File: src/slrg_pkg.sv
// constants, types and the generator step function for the shuffled lcg generator
// no dependencies; imported by shuffled_lcg_random_generator
package slrg_pkg;

    localparam int TABLE_SIZE   = 32;
    localparam int TBL_BITS     = $clog2(TABLE_SIZE);
    localparam int WARM_STEPS   = TABLE_SIZE + 8;
    localparam int CNT_BITS     = $clog2(WARM_STEPS);
    localparam int SAMPLE_BITS  = 31;

    localparam logic [14:0] LCG_MULT = 15'd16807;
    localparam logic [31:0] LCG_MOD  = 32'h7FFF_FFFF;

    typedef enum logic [3:0] {
        ST_IDLE  = 4'b0001,
        ST_WARM  = 4'b0010,
        ST_DRAW  = 4'b0100,
        ST_WRITE = 4'b1000
    } state_t;

    // 16807 * u mod (2^31 - 1), u in 0 .. 2^31; fold the bits from 31 up back in, then one subtract
    function automatic logic [31:0] lcg_advance(input logic [31:0] u);
        logic [46:0] prod;
        logic [31:0] fold;
        prod = u * LCG_MULT;
        fold = {16'd0, prod[46:31]} + {1'b0, prod[30:0]};
        if (fold >= LCG_MOD)
        begin
            fold = fold - LCG_MOD;
        end
        return fold;
    endfunction

endpackage

File: src/shuffled_lcg_random_generator.sv
// shuffled lcg generator: minimal-standard multiplicative generator with a shuffle table
// the table sits in a synchronous memory with a registered read port
// depends on slrg_pkg
//
// plain draw: the input transfer is followed by the generator step with table read,
// then the table write-back with output load, held while the output is still full
// a new seed is taken only in ST_IDLE, once the previous item is loaded; a reseed first runs
// WARM_STEPS (40) generator steps, one generator step per cycle through the single multiplier
// reset: generator value and last sample clear to zero, so the first item reseeds;
// table contents are not cleared, every entry is written before a read of it is used
module shuffled_lcg_random_generator
    import slrg_pkg::*;
(
    input  logic        clk,
    input  logic        rst_n,
    input  logic        s_tvalid,
    output logic        s_tready,
    input  logic [31:0] s_tdata,   // [31:0] seed
    output logic        m_tvalid,
    input  logic        m_tready,
    output logic [31:0] m_tdata    // [30:0] sample, [31] zero
);

    logic [SAMPLE_BITS-1:0] mem [TABLE_SIZE];
    logic [SAMPLE_BITS-1:0] rd_data_reg;

    state_t                 state_reg, state_next;
    logic [31:0]            lcg_reg, lcg_next;
    logic [SAMPLE_BITS-1:0] last_reg, last_next;
    logic [CNT_BITS-1:0]    cnt_reg, cnt_next;
    logic [TBL_BITS-1:0]    slot_reg, slot_next;
    logic                   m_tvalid_reg, m_tvalid_next;
    logic [SAMPLE_BITS-1:0] sample_reg, sample_next;

    logic                   in_xfer;
    logic                   out_free;
    logic [31:0]            seed_eff;
    logic [31:0]            lcg_adv;
    logic                   need_init;
    logic                   wr_en;
    logic [TBL_BITS-1:0]    wr_addr;
    logic [SAMPLE_BITS-1:0] wr_data;
    logic [TBL_BITS-1:0]    rd_addr;

    assign s_tready = (state_reg == ST_IDLE);
    assign in_xfer  = s_tvalid && s_tready;
    assign out_free = !m_tvalid_reg || m_tready;
    assign m_tvalid = m_tvalid_reg;
    assign m_tdata  = {1'b0, sample_reg};

    assign seed_eff  = (s_tdata != 32'd0) ? s_tdata : lcg_reg;
    assign need_init = $signed(seed_eff) <= 32'sd0 || last_reg == '0;
    assign lcg_adv   = lcg_advance(lcg_reg);
    // slot from the top bits of the previous sample
    assign rd_addr   = last_reg[SAMPLE_BITS-1 -: TBL_BITS];

    always_comb
    begin
        state_next    = state_reg;
        lcg_next      = lcg_reg;
        last_next     = last_reg;
        cnt_next      = cnt_reg;
        slot_next     = slot_reg;
        sample_next   = sample_reg;
        m_tvalid_next = m_tvalid_reg;
        wr_en         = 1'b0;
        wr_addr       = cnt_reg[TBL_BITS-1:0];
        wr_data       = lcg_adv[SAMPLE_BITS-1:0];

        if (m_tvalid_reg && m_tready)
        begin
            m_tvalid_next = 1'b0;
        end

        case (state_reg)
            ST_IDLE:
            begin
                if (in_xfer)
                begin
                    if (need_init)
                    begin
                        // magnitude of a negative value, else restart from 1
                        lcg_next   = $signed(seed_eff) < 32'sd0 ? (~seed_eff + 32'd1) : 32'd1;
                        cnt_next   = CNT_BITS'(WARM_STEPS - 1);
                        state_next = ST_WARM;
                    end
                    else
                    begin
                        lcg_next   = seed_eff;
                        state_next = ST_DRAW;
                    end
                end
            end
            ST_WARM:
            begin
                lcg_next = lcg_adv;
                // the last TABLE_SIZE steps fill the table from the top slot down
                wr_en    = (cnt_reg < CNT_BITS'(TABLE_SIZE));
                cnt_next = cnt_reg - CNT_BITS'(1);
                if (cnt_reg == '0)
                begin
                    last_next  = lcg_adv[SAMPLE_BITS-1:0];
                    state_next = ST_DRAW;
                end
            end
            ST_DRAW:
            begin
                lcg_next   = lcg_adv;
                slot_next  = rd_addr;
                state_next = ST_WRITE;
            end
            ST_WRITE:
            begin
                wr_addr = slot_reg;
                wr_data = lcg_reg[SAMPLE_BITS-1:0];
                if (out_free)
                begin
                    wr_en         = 1'b1;
                    sample_next   = rd_data_reg;
                    last_next     = rd_data_reg;
                    m_tvalid_next = 1'b1;
                    state_next    = ST_IDLE;
                end
            end
            default:
            begin
                state_next = ST_IDLE;
            end
        endcase
    end

    always_ff @(posedge clk or negedge rst_n)
    begin
        if (!rst_n)
        begin
            state_reg    <= ST_IDLE;
            lcg_reg      <= '0;
            last_reg     <= '0;
            cnt_reg      <= '0;
            m_tvalid_reg <= 1'b0;
        end
        else
        begin
            state_reg    <= state_next;
            lcg_reg      <= lcg_next;
            last_reg     <= last_next;
            cnt_reg      <= cnt_next;
            m_tvalid_reg <= m_tvalid_next;
        end
    end

    always_ff @(posedge clk)
    begin
        slot_reg   <= slot_next;
        sample_reg <= sample_next;
    end

    // shuffle table: one write port, one registered read port
    always_ff @(posedge clk)
    begin
        if (wr_en)
        begin
            mem[wr_addr] <= wr_data;
        end
        rd_data_reg <= mem[rd_addr];
    end

endmodule
File: config.mk
export PLATFORM = sky130hd
export DESIGN_NAME = shuffled_lcg_random_generator
export DESIGN_NICKNAME = d
export VERILOG_FILES = /design/src/slrg_pkg.sv /design/src/shuffled_lcg_random_generator.sv
export SDC_FILE = /design/constraint.sdc
export NUM_CORES = 2
export LEC_CHECK = 0
export BUFFER_PORTS_ARGS = -buffer_cell sky130_fd_sc_hd__buf_2
export CORE_UTILIZATION = 54
export CTS_BUF_LIST = sky130_fd_sc_hd__clkbuf_2 sky130_fd_sc_hd__clkbuf_4 sky130_fd_sc_hd__clkbuf_8
export CTS_CLUSTER_DIAMETER = 100
export DETAILED_ROUTE_END_ITERATION = 8
export GPL_ROUTABILITY_DRIVEN = 0
export PLACE_DENSITY_LB_ADDON = 0.15
export SLEW_MARGIN = 20
export SYNTH_ARGS = -nofsm -noshare
export SYNTH_HDL_FRONTEND = slang
export SYNTH_SLANG_ARGS = --single-unit
export TNS_END_PERCENT = 10
File: constraint.sdc
create_clock -name clk -period 15.3 [get_ports clk]
set_clock_uncertainty 0.1 [all_clocks]
set_input_delay 3.06 -clock clk [delete_from_list [all_inputs] [get_ports clk]]
set_output_delay 3.06 -clock clk [all_outputs]
set_load 0.05 [all_outputs]
==> metrics.txt <==
Netlist Area Pre-Place=about 0.055 mm²; top post-synthesis cells by area=edfxtp_1 56%, mux4_2 9.2%, fa_1 5.1%, ha_1 4.8%, dfrtp_1 3.3%; Routed Antenna Nets=0; first-pass GRT wire length=roughly 220 mm; Gate Count Post-Synth=3691; Most used DFF post-synth=edfxtp_1; drt via density=6.33; DRT Wirelength=~150 mm; Synth area leader=edfxtp_1; CP Capture Type=flop; Clk Latency, worst-skew pair=approximately 860 ps; core box area=0.101 mm²; port bufs=68; Synthesized Nets=4078; fmax=around 80 MHz; Worst-Margin Slew=1100 ps; Slew HR=26.2%; wire per inst=approximately 29 µm; postcts setup bufs=0; worst-path fanout max=32; overflow left after global routing=0; Initial Utilization=54.8%; nets@finish=about 4200; most used cell, CP=inv_1; I/O pin cnt=70; post-synth top area share=56.1%; Worst EP required=around 16000 ps; share of post-route cells with drive strength above 1=between 10% and 20%; largest net degree at the start of global routing=130; fin util=61.0%; final hold vios=0; via count=between 30000 and 40000; Die ar.=0.103 mm²; vias in the first global route=about 33000; Layout area overhead=11.4%; initial antenna violation count=5; max incr delay on CP=around 900 ps; status=completed; Post-synth EDFFs=1028; worst endpoint data arrival time=12730 ps; Mapped Avg Cell Area=around 15 µm²; clk buf depth=3; Worst Hold Class=flop to flop; gr usage total=30.3%; CP max stage cell=a2111oi_0; # placed instances=a little over 5000; Die Y=321 µm; crit path kind=flop to flop; number of flip-flops in the largest register=992; TNS Setup=0 ps; Die W=321 µm; unrepaired setup endpoints after global routing=false; Gates resized, CTS repair=0; async set or reset register ratio after synthesis=about 6.5%; TritonCTS clock tree=built; non-filler cells in the finished layout=about 5400; Yosys Warn Count=0; Final min period=12490 ps; hold buffers post-CTS=0; post-synthesis sequential area ratio=60.5%; DP Wirelength=95.9 mm; synthesized flop and latch total=between 1000 and 1500; Max-cap violations=0; H-Tree Depth=4; Yosys cell types=93; clock sink count=1133; drt drc=0; Slew Limit Fails=0; Setup-failing EPs final=0; period utilization=81.6%; row count=around 120; cts bufs inserted=178; Worst-path clk slew=around 60 ps; drt first pass iters=5; startpoint types=flop; root buffer cell=clkbuf_8; DRT iter0 DRCs=4130
-- Yosys cell counts, drive strengths merged (29+ instances only) --
cell type and count:
edfxtp 1028, inv 306, mux4 226, ha 212
nor2 206, a21oi 193, nand2 164, fa 139
mux2i 125, o21ai 125, clkbuf 111, dfrtp 73
nor3 61, buf 52, o31ai 52, xnor2 52
o22ai 46, nand3 43, o221ai 36, and3 32
dfxtp 31, or3 31, xor2 29
-- kinds of logic after synthesis --
| family | synth area share (%) |
|---|---|
| buffers and inverters | 3.27 |
| multiplexers | 11.5 |
| XOR/XNOR | 1.29 |
| flip-flops | 60.5 |
| other | 0.00681 |
| AND/OR/NAND/NOR | 5.71 |
| AO/OA/AOI/OAI | 7.79 |
| adder cells (fa/ha/maj) | 9.87 |
-- cell type report --
cell class	instances	area (µm²)
tap	1357	1700
clock inverter	56	388
multi-input combinational	2089	20400
antenna	2	5.00
fill	7575	39200
inverter	306	1150
sequential	1133	33400
timing repair buffer	152	1020
clock buffer	275	3310
-- worst paths after layout --
kind	start	to	slack, ps	cells after the start
worst max-delay path	lcg_reg[13]	mem[12][4]	2810	38
worst min-delay path	rd_data_reg[21]	sample_reg[21]	340	0
worst max register to register	lcg_reg[13]	mem[12][4]	2810	38
worst min register to register	rd_data_reg[21]	sample_reg[21]	340	0
max in group asynchronous	rst_n	last_reg[28]	11970	2
min in group asynchronous	rst_n	lcg_reg[11]	2120	1
-- layer usage --
layer  global-route usage (%)  part of all wire, %
met5                        0               0.0072
met2                     46.1                   46
met4                     11.5                  3.8
met3                     5.57                  9.3
met1                     43.6                   41
-- per-stage QoR --
stage,setup WS (ps),instance area [µm²],hold WS [ps]
finish,2810,61400,341
global route,2040,61400,341
CTS,2780,61300,339
detailed placement,2930,57600,327
global placement,3060,57500,320
floorplan,4150,55100,299
-- worst max-delay path: cells and delay by family, from the launching register on --
kind / cells / cell delay (ps)
and+or+nand+nor: 7 / 1670
adders and majority gates: 8 / 3650
AOI/OAI and AO/OA: 14 / 4740
muxes: 1 / 300
DFF: 1 / 610
xor gates and xnor gates: 1 / 160
buffers and inverters: 7 / 710
-- layout by cell type, fill, tap and decap left out, types with 12 or more instances in the layout --
master    instances
a31oi_1          16
or3_1            31
fa_1            139
ha_1            212
nor2_1          171
a21oi_1         186
nor2_4           32
buf_2            67
clkbuf_4         76
clkinv_1         28
o22ai_1          39
nand2b_1         19
clkinv_2         12
nor4_1           22
a211oi_1         20
dfrtp_1          69
dfxtp_1          31
inv_1           304
or2_2            12
nor3_1           58
o211ai_1         17
mux4_2          226
a21o_1           25
clkbuf_8        199
and3_1           32
xor2_1           29
o21ai_0         106
mux2i_1         125
o221ai_1         36
edfxtp_1       1028
buf_4            80
xnor2_1          52
o31ai_1          48
nand2_1         164
nand3_1          43
Power is left out: the tool's default activity adds up to more than one toggle a clock period on the data nets, which glitch-free logic cannot reach.
